[config.mk]
export PLATFORM = sky130hd
export DESIGN_NAME = lru_page_replacement_unit
export DESIGN_NICKNAME = d
export VERILOG_FILES = /design/src/hw/rtl/lru_pkg.sv /design/src/hw/rtl/lru_ram.sv /design/src/hw/rtl/lru_scan_unit.sv /design/src/hw/rtl/lru_page_replacement_unit.sv
export SDC_FILE = /design/constraint.sdc
export NUM_CORES = 1
export LEC_CHECK = 0
export ABC_AREA = 0
export BUFFER_PORTS_ARGS = -buffer_cell sky130_fd_sc_hd__buf_4
export CAP_MARGIN = 15
export CELL_PAD_IN_SITES_DETAIL_PLACEMENT = 1
export CELL_PAD_IN_SITES_GLOBAL_PLACEMENT = 1
export CORE_AREA = 5 5 235 237
export CTS_CLUSTER_SIZE = 28
export DETAILED_ROUTE_END_ITERATION = 10
export DIE_AREA = 0 0 240 242
export GPL_TIMING_DRIVEN = 0
export PLACE_DENSITY_LB_ADDON = 0.12
export SKIP_LAST_GASP = 1
export SLEW_MARGIN = 0
export SYNTH_ARGS = -nofsm -noshare
export SYNTH_HDL_FRONTEND = slang
export SYNTH_HIERARCHICAL = 1
export SYNTH_SLANG_ARGS = --single-unit
[constraint.sdc]
create_clock -name aclk -period 4.7 [get_ports aclk]
set_input_delay 0.235 -clock aclk [delete_from_list [all_inputs] [get_ports aclk]]
set_output_delay 0.235 -clock aclk [all_outputs]
set_load 0.005 [all_outputs]
[src/hw/rtl/lru_pkg.sv]
package lru_pkg;

    localparam int ENTRIES_DEF   = 16;
    localparam int PAGE_BITS_DEF = 16;
    localparam int CAP_BITS      = 5;
    localparam int PAGE_IN_BITS  = 16;
    localparam int EV_BITS       = 16;
    localparam int COUNT_BITS    = 32;
    localparam int TDATA_BITS    = EV_BITS + 2 * COUNT_BITS;
    localparam int TUSER_BITS    = 2;

    typedef enum logic [5:0] {
        ST_IDLE   = 6'b000001,
        ST_SEARCH = 6'b000010,
        ST_DECIDE = 6'b000100,
        ST_UPDATE = 6'b001000,
        ST_FILL   = 6'b010000,
        ST_DONE   = 6'b100000
    } state_t;

    typedef struct packed {
        logic age_all;
        logic replace;
    } upd_ctl_t;

    function automatic logic [COUNT_BITS-1:0] sat_inc(input logic [COUNT_BITS-1:0] v);
        sat_inc = (v == {COUNT_BITS{1'b1}}) ? v : v + 1'b1;
    endfunction

endpackage

[src/hw/rtl/lru_ram.sv]
module lru_ram #(
    parameter int WIDTH = 8,
    parameter int DEPTH = 16
) (
    input  logic                                   aclk,
    input  logic                                   we,
    input  logic [((DEPTH > 1) ? $clog2(DEPTH) : 1)-1:0] waddr,
    input  logic [WIDTH-1:0]                       wdata,
    input  logic                                   re,
    input  logic [((DEPTH > 1) ? $clog2(DEPTH) : 1)-1:0] raddr,
    output logic [WIDTH-1:0]                       rdata
);

    logic [WIDTH-1:0] mem [DEPTH];
    logic [WIDTH-1:0] rdata_reg;

    always_ff @(posedge aclk) begin
        if (we) begin
            mem[waddr] <= wdata;
        end
        if (re) begin
            rdata_reg <= mem[raddr];
        end
    end

    assign rdata = rdata_reg;

endmodule

[src/hw/rtl/lru_scan_unit.sv]
module lru_scan_unit #(
    parameter int PAGE_BITS = 16,
    parameter int RANK_BITS = 4,
    parameter int CNT_BITS  = 5
) (
    input  logic [PAGE_BITS+RANK_BITS-1:0] entry_word,
    input  logic [RANK_BITS-1:0]           entry_idx,
    input  logic [PAGE_BITS-1:0]           req_page,
    input  logic [CNT_BITS-1:0]            filled,
    input  logic [RANK_BITS-1:0]           hit_rank,
    input  logic [RANK_BITS-1:0]           tgt_idx,
    input  lru_pkg::upd_ctl_t              ctl,
    output logic                           match,
    output logic                           is_lru,
    output logic [PAGE_BITS+RANK_BITS-1:0] new_word
);

    logic [PAGE_BITS-1:0] entry_page;
    logic [RANK_BITS-1:0] entry_rank;
    logic                 aged;

    assign entry_page = entry_word[PAGE_BITS+RANK_BITS-1:RANK_BITS];
    assign entry_rank = entry_word[RANK_BITS-1:0];

    assign match  = (entry_page == req_page);
    assign is_lru = ((CNT_BITS'(entry_rank) + 1'b1) == filled);
    assign aged   = ctl.age_all || (entry_rank < hit_rank);

    always_comb begin
        if (ctl.replace && (entry_idx == tgt_idx)) begin
            new_word = {req_page, {RANK_BITS{1'b0}}};
        end else if (aged) begin
            new_word = {entry_page, entry_rank + 1'b1};
        end else begin
            new_word = entry_word;
        end
    end

endmodule

[src/hw/rtl/lru_page_replacement_unit.sv]
// Each input beat is handled by two sweeps over the F filled entries of the single
// entry RAM (F is the fill level before the request, at most ENTRIES): one to search,
// one to age or replace the recency ranks; a miss that finds a free entry adds a fill
// step. A new beat is accepted only after the previous result is loaded for output.
// Reset (aresetn, synchronous, active low): fill level and counters clear,
// capacity returns to ENTRIES; the entry RAM needs no clearing pass.
module lru_page_replacement_unit #(
    parameter int ENTRIES   = lru_pkg::ENTRIES_DEF,
    parameter int PAGE_BITS = lru_pkg::PAGE_BITS_DEF
) (
    input  logic                              aclk,
    input  logic                              aresetn,
    input  logic                              cfg_wr_en,
    input  logic [lru_pkg::CAP_BITS-1:0]      cfg_wr_data,
    input  logic                              s_tvalid,
    output logic                              s_tready,
    input  logic [lru_pkg::PAGE_IN_BITS-1:0]  s_tdata,  // page
    output logic                              m_tvalid,
    input  logic                              m_tready,
    output logic [lru_pkg::TDATA_BITS-1:0]    m_tdata,  // evicted_page, miss_count, request_count
    output logic [lru_pkg::TUSER_BITS-1:0]    m_tuser   // hit, evicted_valid
);

    localparam int RANK_BITS = (ENTRIES > 1) ? $clog2(ENTRIES) : 1;
    localparam int CNT_BITS  = $clog2(ENTRIES + 1);
    localparam int CW        = (CNT_BITS > lru_pkg::CAP_BITS) ? CNT_BITS : lru_pkg::CAP_BITS;
    localparam int WORD_BITS = PAGE_BITS + RANK_BITS;
    localparam int CB        = lru_pkg::COUNT_BITS;

    lru_pkg::state_t   state_reg, state_next;
    logic [CW-1:0]        cap_reg, cap_next;
    logic [CNT_BITS-1:0]  filled_reg, filled_next;
    logic [CB-1:0]        req_cnt_reg, req_cnt_next;
    logic [CB-1:0]        miss_cnt_reg, miss_cnt_next;
    logic [PAGE_BITS-1:0] page_reg, page_next;
    logic [CNT_BITS-1:0]  cnt_reg, cnt_next;
    logic                 rvalid_reg, rvalid_next;
    logic [RANK_BITS-1:0] ridx_reg, ridx_next;
    logic                 found_reg, found_next;
    logic [RANK_BITS-1:0] hit_idx_reg, hit_idx_next;
    logic [RANK_BITS-1:0] hit_rank_reg, hit_rank_next;
    logic [RANK_BITS-1:0] lru_idx_reg, lru_idx_next;
    logic [PAGE_BITS-1:0] lru_page_reg, lru_page_next;
    lru_pkg::upd_ctl_t    ctl_reg, ctl_next;
    logic [RANK_BITS-1:0] tgt_idx_reg, tgt_idx_next;
    logic                 fill_reg, fill_next;
    logic                 ev_valid_reg, ev_valid_next;
    logic [PAGE_BITS-1:0] ev_page_reg, ev_page_next;

    logic                 m_valid_reg, m_valid_next;
    logic                 out_hit_reg, out_hit_next;
    logic                 out_ev_valid_reg, out_ev_valid_next;
    logic [lru_pkg::EV_BITS-1:0] out_ev_page_reg, out_ev_page_next;
    logic [CB-1:0]        out_miss_reg, out_miss_next;
    logic [CB-1:0]        out_req_reg, out_req_next;

    logic                 ram_we;
    logic [RANK_BITS-1:0] ram_waddr;
    logic [WORD_BITS-1:0] ram_wdata;
    logic                 ram_re;
    logic [WORD_BITS-1:0] ram_rdata;

    logic                 scan_match;
    logic                 scan_is_lru;
    logic [WORD_BITS-1:0] scan_word;
    logic [CW-1:0]        cap_eff;
    logic                 room;

    lru_ram #(
        .WIDTH (WORD_BITS),
        .DEPTH (ENTRIES)
    ) u_entry_ram (
        .aclk  (aclk),
        .we    (ram_we),
        .waddr (ram_waddr),
        .wdata (ram_wdata),
        .re    (ram_re),
        .raddr (cnt_reg[RANK_BITS-1:0]),
        .rdata (ram_rdata)
    );

    lru_scan_unit #(
        .PAGE_BITS (PAGE_BITS),
        .RANK_BITS (RANK_BITS),
        .CNT_BITS  (CNT_BITS)
    ) u_scan (
        .entry_word (ram_rdata),
        .entry_idx  (ridx_reg),
        .req_page   (page_reg),
        .filled     (filled_reg),
        .hit_rank   (hit_rank_reg),
        .tgt_idx    (tgt_idx_reg),
        .ctl        (ctl_reg),
        .match      (scan_match),
        .is_lru     (scan_is_lru),
        .new_word   (scan_word)
    );

    always_comb begin
        if (cap_reg == '0) begin
            cap_eff = CW'(1);
        end else if (cap_reg > CW'(ENTRIES)) begin
            cap_eff = CW'(ENTRIES);
        end else begin
            cap_eff = cap_reg;
        end
    end

    assign room = (CW'(filled_reg) < cap_eff);

    always_comb begin
        state_next        = state_reg;
        cap_next          = cap_reg;
        filled_next       = filled_reg;
        req_cnt_next      = req_cnt_reg;
        miss_cnt_next     = miss_cnt_reg;
        page_next         = page_reg;
        cnt_next          = cnt_reg;
        rvalid_next       = 1'b0;
        ridx_next         = ridx_reg;
        found_next        = found_reg;
        hit_idx_next      = hit_idx_reg;
        hit_rank_next     = hit_rank_reg;
        lru_idx_next      = lru_idx_reg;
        lru_page_next     = lru_page_reg;
        ctl_next          = ctl_reg;
        tgt_idx_next      = tgt_idx_reg;
        fill_next         = fill_reg;
        ev_valid_next     = ev_valid_reg;
        ev_page_next      = ev_page_reg;
        m_valid_next      = m_valid_reg;
        out_hit_next      = out_hit_reg;
        out_ev_valid_next = out_ev_valid_reg;
        out_ev_page_next  = out_ev_page_reg;
        out_miss_next     = out_miss_reg;
        out_req_next      = out_req_reg;
        ram_re            = 1'b0;
        ram_we            = 1'b0;
        ram_waddr         = ridx_reg;
        ram_wdata         = scan_word;

        if (cfg_wr_en) begin
            cap_next = CW'(cfg_wr_data);
        end

        if (m_valid_reg && m_tready) begin
            m_valid_next = 1'b0;
        end

        // compare the returning entry against the request
        if ((state_reg == lru_pkg::ST_SEARCH) && rvalid_reg) begin
            if (scan_match && !found_reg) begin
                found_next    = 1'b1;
                hit_idx_next  = ridx_reg;
                hit_rank_next = ram_rdata[RANK_BITS-1:0];
            end
            if (scan_is_lru) begin
                lru_idx_next  = ridx_reg;
                lru_page_next = ram_rdata[WORD_BITS-1:RANK_BITS];
            end
        end

        // write back the aged or replaced entry
        if ((state_reg == lru_pkg::ST_UPDATE) && rvalid_reg) begin
            ram_we = 1'b1;
        end

        case (state_reg)
            lru_pkg::ST_IDLE: begin
                if (s_tvalid) begin
                    page_next     = PAGE_BITS'(s_tdata);
                    req_cnt_next  = lru_pkg::sat_inc(req_cnt_reg);
                    cnt_next      = '0;
                    found_next    = 1'b0;
                    hit_idx_next  = '0;
                    hit_rank_next = '0;
                    lru_idx_next  = '0;
                    lru_page_next = '0;
                    state_next    = lru_pkg::ST_SEARCH;
                end
            end
            lru_pkg::ST_SEARCH: begin
                if (cnt_reg < filled_reg) begin
                    ram_re      = 1'b1;
                    rvalid_next = 1'b1;
                    ridx_next   = cnt_reg[RANK_BITS-1:0];
                    cnt_next    = cnt_reg + 1'b1;
                end else begin
                    state_next = lru_pkg::ST_DECIDE;
                end
            end
            lru_pkg::ST_DECIDE: begin
                ctl_next.age_all = !found_reg;
                ctl_next.replace = found_reg || !room;
                tgt_idx_next     = found_reg ? hit_idx_reg : lru_idx_reg;
                fill_next        = !found_reg && room;
                ev_valid_next    = !found_reg && !room;
                ev_page_next     = (!found_reg && !room) ? lru_page_reg : '0;
                if (!found_reg) begin
                    miss_cnt_next = lru_pkg::sat_inc(miss_cnt_reg);
                end
                cnt_next   = '0;
                state_next = lru_pkg::ST_UPDATE;
            end
            lru_pkg::ST_UPDATE: begin
                if (cnt_reg < filled_reg) begin
                    ram_re      = 1'b1;
                    rvalid_next = 1'b1;
                    ridx_next   = cnt_reg[RANK_BITS-1:0];
                    cnt_next    = cnt_reg + 1'b1;
                end else begin
                    state_next = fill_reg ? lru_pkg::ST_FILL : lru_pkg::ST_DONE;
                end
            end
            lru_pkg::ST_FILL: begin
                ram_we      = 1'b1;
                ram_waddr   = filled_reg[RANK_BITS-1:0];
                ram_wdata   = {page_reg, {RANK_BITS{1'b0}}};
                filled_next = filled_reg + 1'b1;
                state_next  = lru_pkg::ST_DONE;
            end
            lru_pkg::ST_DONE: begin
                if (!m_valid_reg || m_tready) begin
                    m_valid_next      = 1'b1;
                    out_hit_next      = found_reg;
                    out_ev_valid_next = ev_valid_reg;
                    out_ev_page_next  = lru_pkg::EV_BITS'(ev_page_reg);
                    out_miss_next     = miss_cnt_reg;
                    out_req_next      = req_cnt_reg;
                    state_next        = lru_pkg::ST_IDLE;
                end
            end
            default: begin
                state_next = lru_pkg::ST_IDLE;
            end
        endcase
    end

    always_ff @(posedge aclk) begin
        if (!aresetn) begin
            state_reg    <= lru_pkg::ST_IDLE;
            cap_reg      <= CW'(ENTRIES);
            filled_reg   <= '0;
            req_cnt_reg  <= '0;
            miss_cnt_reg <= '0;
            rvalid_reg   <= 1'b0;
            m_valid_reg  <= 1'b0;
        end else begin
            state_reg    <= state_next;
            cap_reg      <= cap_next;
            filled_reg   <= filled_next;
            req_cnt_reg  <= req_cnt_next;
            miss_cnt_reg <= miss_cnt_next;
            rvalid_reg   <= rvalid_next;
            m_valid_reg  <= m_valid_next;
        end
    end

    always_ff @(posedge aclk) begin
        page_reg         <= page_next;
        cnt_reg          <= cnt_next;
        ridx_reg         <= ridx_next;
        found_reg        <= found_next;
        hit_idx_reg      <= hit_idx_next;
        hit_rank_reg     <= hit_rank_next;
        lru_idx_reg      <= lru_idx_next;
        lru_page_reg     <= lru_page_next;
        ctl_reg          <= ctl_next;
        tgt_idx_reg      <= tgt_idx_next;
        fill_reg         <= fill_next;
        ev_valid_reg     <= ev_valid_next;
        ev_page_reg      <= ev_page_next;
        out_hit_reg      <= out_hit_next;
        out_ev_valid_reg <= out_ev_valid_next;
        out_ev_page_reg  <= out_ev_page_next;
        out_miss_reg     <= out_miss_next;
        out_req_reg      <= out_req_next;
    end

    assign s_tready = (state_reg == lru_pkg::ST_IDLE);
    assign m_tvalid = m_valid_reg;
    assign m_tdata  = {out_req_reg, out_miss_reg, out_ev_page_reg};
    assign m_tuser  = {out_ev_valid_reg, out_hit_reg};

`ifndef SYNTHESIS
    a_fill_bound: assert property (@(posedge aclk) disable iff (!aresetn)
        filled_reg <= CNT_BITS'(ENTRIES))
        else $error("fill level above entry count");

    a_hit_no_evict: assert property (@(posedge aclk) disable iff (!aresetn)
        m_valid_reg |-> !(out_hit_reg && out_ev_valid_reg))
        else $error("hit reported together with eviction");

    a_miss_le_req: assert property (@(posedge aclk) disable iff (!aresetn)
        m_valid_reg |-> (out_miss_reg <= out_req_reg))
        else $error("miss count above request count");

    a_req_step: assert property (@(posedge aclk) disable iff (!aresetn)
        (s_tvalid && s_tready && (req_cnt_reg != {CB{1'b1}}))
        |=> (req_cnt_reg == $past(req_cnt_reg) + 1'b1))
        else $error("request count did not advance");
`endif

endmodule
==> results of run 1 <==
[Yosys cell counts, types with 4 or more instances]
cell type  instances  area, sq um
a21oi_1           59          295
a22oi_1           40          300
and2_1            13         81.3
and3_1             7         43.8
and4_1             6         52.6
buf_2              7         35.0
buf_4              9         67.6
buf_6              6         67.6
clkbuf_1          44          165
dfxtp_1          111         2220
edfxtp_1         471        14100
ha_1              16          200
inv_1             25         93.8
mux2_2            20          225
mux2i_1           41          410
mux4_1            16          420
mux4_2            64         1440
nand2_1          128          480
nand2b_1          12         75.1
nand3_1           30          150
nand3b_1           4         30.0
nand4_1           25          156
nor2_1            79          297
nor2b_1            6         37.5
nor3_1            11         55.1
nor3b_1           21          158
nor4_1            11         68.8
o211ai_1           7         52.6
o21ai_0           29          145
o31ai_1           29          218
or2_2              5         31.3
or3_1             26          163
or4_1             27          203
xnor2_1           29          254
xor2_1            11         96.3
[area by class of cell]
| cell class | instances | share of cell area, % |
|---|---|---|
| Buffer | 71 | 1.30 |
| Clock buffer | 78 | 5.76 |
| Clock inverter | 35 | 2.00 |
| Inverter | 25 | 0.336 |
| Multi-Input combinational cell | 816 | 23.8 |
| Sequential cell | 582 | 58.6 |
| Tap cell | 696 | 3.12 |
| Timing Repair Buffer | 151 | 5.01 |
[metal layers]
metal  GRT usage, %  vias to the layer above
met4           4.87                        0
met3           3.53                       74
met1           25.7                     7002
li1               -                     6283
met2           32.8                      271
met5              0                        -
[worst min path at each step]
stage,startpoint,endpoint,slack (ns),depth (start not counted)
after floorplan,s_tdata[0],page_reg[0],0.33,0
after global placement,ev_page_reg[15],out_ev_page_reg[15],0.40,0
after detailed placement,ev_page_reg[5],out_ev_page_reg[5],0.41,0
after CTS,m_tready,m_tvalid,0.03,3
after global routing,m_tready,m_tvalid,0.04,3
final,cfg_wr_en,cap_reg[4],0.06,3
[tightest hold or removal path: cells and delay by family]
family                 cells  cell delay (ns)
AND/OR/NAND/NOR            1             0.11
buffers and inverters      1             0.18
AO/OA/AOI/OAI              1             0.08
[power by group through the flow]
stage	Clock, W	Combinational [W]	Sequential, W
finish	0.00514	0.00158	0.00580
CTS	0.00527	0.00160	0.00580
global placement	0	0.00153	0.00591
global route	0.00553	0.00172	0.00581
detailed placement	0	0.00158	0.00591
floorplan	0	0.00106	0.00587
[stage by stage]
step | TNS, ns | hold slack [ns] | std cells | setup slack [ns]
2_1_floorplan | 0 | 0.334 | 1494 | 0.840
3_3_place_gp | -85.75 | 0.405 | 2297 | -1.05
6_report | 0 | 0.0644 | 2454 | 0.679
4_1_cts | 0 | 0.0254 | 2453 | 0.633
5_1_grt | 0 | 0.0447 | 2454 | 0.449
3_5_place_dp | 0 | 0.405 | 2319 | 0.674
[what timing repair did]
action,in CTS,in global routing
endpoints found under the hold margin,21,0
endpoints found under the setup margin,0,0
hold buffers,21,0
[kinds of logic after synthesis]
family	after synthesis
flip-flops	582
AND/OR/NAND/NOR	428
AO/OA/AOI/OAI	191
multiplexers	141
buffers and inverters	96
XOR/XNOR	40
adder cells (fa/ha/maj)	16
==> flow_metrics.py, run 1 <==
metrics = {
    "clock_network": {
        "post_cts_resized": 0,
        "cts_tree": "done",
        "clockBufferDepth": 3,
        "numClockSinks": 582,
        "root_buffer": "clkbuf_16",
        "clk_latency_ns": 0.63,
        "clk_pin_slew_worst_paths_ns": 0.06,
        "cts_setup_buffers": 0,
        "ctsHtreeMaxLevel": 2,
        "cts_inserted_buffers": 60,
    },
    "synthesis": {
        "synth_compound_area_share_pct": 5.37,
        "synth_fa_ha_area_share_pct": 0.855,
        "synth_area_sq_um": 23400,
        "synth_top_flop_cell": "edfxtp_1",
        "muxShareOfSynthArea_pct": 10.7,
        "yosysWarnings": 6,
        "avgSynthCellArea_sq_um": 15.7,
        "ys_seq_area_share_pct": 69.9,
        "yosysUniqueCellTypes": 70,
        "synthesis.nets": 1536,
        "async_flop_share_pct": 0,
        "synth_top_family_by_area": "multiplexers",
        "synth-edff-count": 471,
        "synthSimpleGateAreaFrac_pct": 9.72,
        "syn_inst": 1494,
        "synth_xor_xnor_area_share_pct": 1.50,
        "ys_seq_elements": 582,
    },
    "route": {
        "dr.max_layer_used": "met4",
        "wl_met2_um": 28300,
        "met3_length_um": 2630,
        "drc": 0,
        "wl_per_cell_um": 22.9,
        "met1_length_um": 23900,
        "vias": 13630,
        "drtPass1Iterations": 5,
        "ant_nets": 0,
        "via_per_inst": 5.55,
        "routed_wl_um": 56100,
        "drt_iter0_drc": 752,
    },
    "sta": {
        "fmaxAchievable_mhz": 249,
        "setup_viol": 0,
        "rsz0062_at_grt": "no",
        "fin_skew_ns": 0.0145,
        "fin_crit_ns": 4.02,
        "hold_viol": 0,
        "min_period_over_period_pct": 85.5,
        "worst_pin_slew_ns": 1.14,
        "finalMaxSlewViolations": 0,
        "maxSlewHeadroom_pct": 23.8,
    },
    "placed_design": {
        "place.gp.congestion": 0.800,
        "place.port_buffers": 107,
        "place_area_sq_um": 25500,
        "dpl.hpwl_um": 38200,
    },
    "final_layout": {
        "regMostFlops": "u_entry_ram/mem",
        "drive_above_1_share_pct": 21.2,
        "area_growth_syn_to_layout_pct": 19.3,
        "layout_common_cells": "edfxtp_1, nand2_1, buf_4, dfxtp_1, nor2_1",
        "fillCellCount": 5071,
        "largest_reg_flops": 320,
        "n_antenna_cell": 0,
        "fin_util_pct": 52.6,
        "final_net_count": 1749,
        "final_common_cell": "edfxtp_1",
        "regArea_sq_um": 16400,
        "multi_input_area_sq_um": 6650,
        "postLayoutCellArea_sq_um": 27900,
    },
    "power_and_ir_drop": {
        "power_density_nw_per_um2": 448,
        "power_w": 0.0125,
        "p_sw_w": 0.00300,
        "leakage_nw": 9.30,
        "comb_power_share_pct": 12.6,
        "seqPwrFrac_pct": 46.3,
        "ir_worst_vdd_mv": 0.328,
        "swShare_pct": 23.9,
        "p_clk_share_pct": 41.1,
        "p_int_w": 0.00952,
    },
    "setup_path": {
        "reg2reg_depth": 9,
        "worstPathArrival_ns": 4.36,
        "worstReg2RegEnd": "u_entry_ram/mem[1][11]",
        "critPathCaptureType": "flop",
        "max_stage_delay_ns": 0.73,
        "reg2reg_slack_ns": 0.68,
        "worstPathRequired_ns": 5.04,
        "crit_type": "flop to flop",
        "path_depth": 9,
        "cp-startpoint": "state_reg[1]",
        "cp_num_buf_inv": 3,
        "path_max_fanout": 11,
        "crit_family": "simple AND/OR/NAND/NOR gates",
        "reg2reg_from": "state_reg[1]",
        "setup.worst_path.end": "u_entry_ram/mem[1][11]",
        "slowest_stage": "nor2_2",
        "cp_cell_sequence": "nor2_1 -> and4b_2 -> clkbuf_1 -> buf_1 -> nand2_1 -> nand2_1 -> nand2b_1 -> nor2_2 -> buf_8",
        "crit_top_cell": "nand2_1",
        "worstSetupStartpointType": "flop",
    },
    "global_route": {
        "grt_remaining_overflow": 0,
        "grt_usage_pct": 19.3,
        "grt_max_degree": 38,
        "antenna_found_initial": 0,
        "grt_pass1_vias": 14407,
        "grt_first_pass_wirelength_um": 86800,
    },
    "hold_path": {
        "min_path_type": "input pin to flop",
    },
    "die": {
        "die_w_um": 240,
        "die_area_sq_um": 58100,
        "initial_core_util_pct": 44.1,
        "fp.dieH_um": 242,
        "rows": 85,
        "io_pins": 110,
        "core_sq_um": 53100,
    },
    "outcome": {
        "outcome": "complete, no violations",
    },
    "flow_run": {
        "maxCapViolCount": 0,
    },
}
No activity file was read; power rests on OpenSTA's default activity.
==> run 2, diff against run 1 <==
Clock period 4.7 ns to 5.15 ns, I/O delays scaled along.
==> run 2 against run 1 <==
  * Sequential cell count is the same
  * Clock power down 8.8%
  * Hold slack better by 0.019 ns
  * First-iteration DRC count increased by 5.5%
  * Highest routed layer unchanged
==> flow_metrics.py, run 2 (synthesis gave the netlist of run 1 again) <==
metrics = {
    "setup_path": {
        "worstPathArrival_ns": 4.19,
        "setup.worst_path.end": "u_entry_ram/mem[1][10]",
        "slowest_stage": "nor2_2",
        "reg2reg_slack_ns": 1.31,
        "reg2reg_depth": 9,
        "max_stage_delay_ns": 0.60,
        "crit_type": "flop to flop",
        "path_depth": 9,
        "cp_num_buf_inv": 3,
        "worstPathRequired_ns": 5.51,
        "crit_family": "simple AND/OR/NAND/NOR gates",
        "path_max_fanout": 13,
        "cp-startpoint": "state_reg[1]",
        "worstReg2RegEnd": "u_entry_ram/mem[1][10]",
        "cp_cell_sequence": "nor2_1 -> and4b_2 -> clkbuf_1 -> buf_1 -> nand2_1 -> nand2_1 -> nand2b_1 -> nor2_2 -> buf_16",
        "reg2reg_from": "state_reg[1]",
        "crit_top_cell": "nand2_1",
        "worstSetupStartpointType": "flop",
        "critPathCaptureType": "flop",
    },
    "route": {
        "drtPass1Iterations": 5,
        "ant_nets": 0,
        "met3_length_um": 2410,
        "dr.max_layer_used": "met4",
        "wl_met2_um": 28100,
        "vias": 13620,
        "met1_length_um": 23900,
        "wl_per_cell_um": 22.6,
        "drt_iter0_drc": 793,
        "drc": 0,
        "routed_wl_um": 55600,
        "via_per_inst": 5.55,
    },
    "final_layout": {
        "final_common_cell": "edfxtp_1",
        "drive_above_1_share_pct": 21.4,
        "area_growth_syn_to_layout_pct": 19.2,
        "fillCellCount": 5085,
        "regArea_sq_um": 16400,
        "final_net_count": 1749,
        "multi_input_area_sq_um": 6660,
        "largest_reg_flops": 320,
        "final_cells": 2456,
        "regMostFlops": "u_entry_ram/mem",
        "layout_common_cells": "edfxtp_1, nand2_1, buf_4, dfxtp_1, nor2_1",
    },
    "outcome": {
        "outcome": "complete, no violations",
    },
    "die": {
        "die_w_um": 240,
        "fp.dieH_um": 242,
        "initial_core_util_pct": 44.1,
        "rows": 85,
        "io_pins": 110,
        "core_sq_um": 53100,
        "die_area_sq_um": 58100,
    },
    "clock_network": {
        "clk_pin_slew_worst_paths_ns": 0.06,
        "cts_hold_buf": 21,
        "ctsHtreeMaxLevel": 2,
        "cts_inserted_buffers": 61,
        "clk_latency_ns": 0.65,
        "root_buffer": "clkbuf_16",
        "clockBufferDepth": 3,
        "numClockSinks": 582,
        "cts_tree": "done",
        "cts_setup_buffers": 0,
        "post_cts_resized": 0,
    },
    "sta": {
        "hold_viol": 0,
        "min_period_over_period_pct": 74.5,
        "worst_pin_slew_ns": 1.07,
        "rsz0062_at_grt": "no",
        "finalMaxSlewViolations": 0,
        "setup_viol": 0,
        "maxSlewHeadroom_pct": 28.3,
        "fin_skew_ns": 0.0507,
        "fmaxAchievable_mhz": 261,
        "fin_crit_ns": 3.84,
    },
    "placed_design": {
        "dpl.cell_count": 2318,
        "dpl.hpwl_um": 37600,
        "place.gp.congestion": 0.818,
        "place.port_buffers": 107,
    },
    "global_route": {
        "grt_usage_pct": 19.0,
        "grt_max_degree": 37,
        "grt_remaining_overflow": 0,
        "antenna_found_initial": 1,
        "grt_pass1_vias": 14290,
        "grt_first_pass_wirelength_um": 86300,
    },
    "power_and_ir_drop": {
        "ir_worst_vdd_mv": 0.292,
        "leakage_nw": 9.30,
        "power_density_nw_per_um2": 410,
        "power_w": 0.0114,
    },
    "flow_run": {
        "maxCapViolCount": 0,
    },
    "hold_path": {
        "min_path_type": "input pin to flop",
    },
}
[run 2: cell count changes in the layout (fill, tap and decap cells not counted), moves of 2 or more]
cell / change
clkinv_2: +6
nor2_2: -2
clkbuf_1: -4
nor2_4: +2
[run 2: per-stage QoR]
step / hold slack [ns] / area, sq um / util [%] / setup TNS, ns / setup slack, ns
after floorplan: 0.356 / 23400 / - / 0 / 0.261
after global placement: 0.404 / 25100 / 47.2 / -127.10 / -1.29
after detailed placement: 0.405 / 25500 / 48.0 / 0 / 1.27
after CTS: 0.0483 / 27900 / 52.5 / 0 / 1.16
after global routing: 0.0760 / 27900 / 52.5 / 0 / 0.993
final: 0.0836 / 27900 / 52.6 / 0 / 1.31
[run 2: worst min path at each step]
stage | end | start | slack [ns] | cells past startpoint
final | cap_reg[4] | cfg_wr_en | 0.08 | 2
after global routing | cap_reg[4] | cfg_wr_en | 0.08 | 2
after global placement | out_ev_page_reg[1] | ev_page_reg[1] | 0.40 | 0
after detailed placement | out_ev_page_reg[10] | ev_page_reg[10] | 0.41 | 0
after CTS | cap_reg[4] | cfg_wr_en | 0.05 | 2
after floorplan | page_reg[0] | s_tdata[0] | 0.36 | 0
[run 2: report_power, final]
group	internal, W	total (W)	switching, W
combinational	0.000628	0.00145	0.000826
sequential	0.00520	0.00529	0.0000876
clock	0.00284	0.00469	0.00185
[run 2: area by class of cell]
class | instances | share of cell area, %
well taps | 696 | 3.12
clock buffers | 75 | 5.81
repair buffers | 150 | 4.85
clock inverters | 40 | 2.01
plain buffers | 71 | 1.31
diodes | 1 | 0.00897
flip-flops and latches | 582 | 58.7
multi-input cells | 816 | 23.9
inverters | 25 | 0.336
[run 2: metal layers]
| metal | GRT usage [%] | vias to the layer above |
|---|---|---|
| li1 | - | 6298 |
| met5 | 0 | - |
| met3 | 2.86 | 90 |
| met4 | 4.51 | 0 |
| met1 | 25.7 | 6977 |
| met2 | 32.6 | 255 |
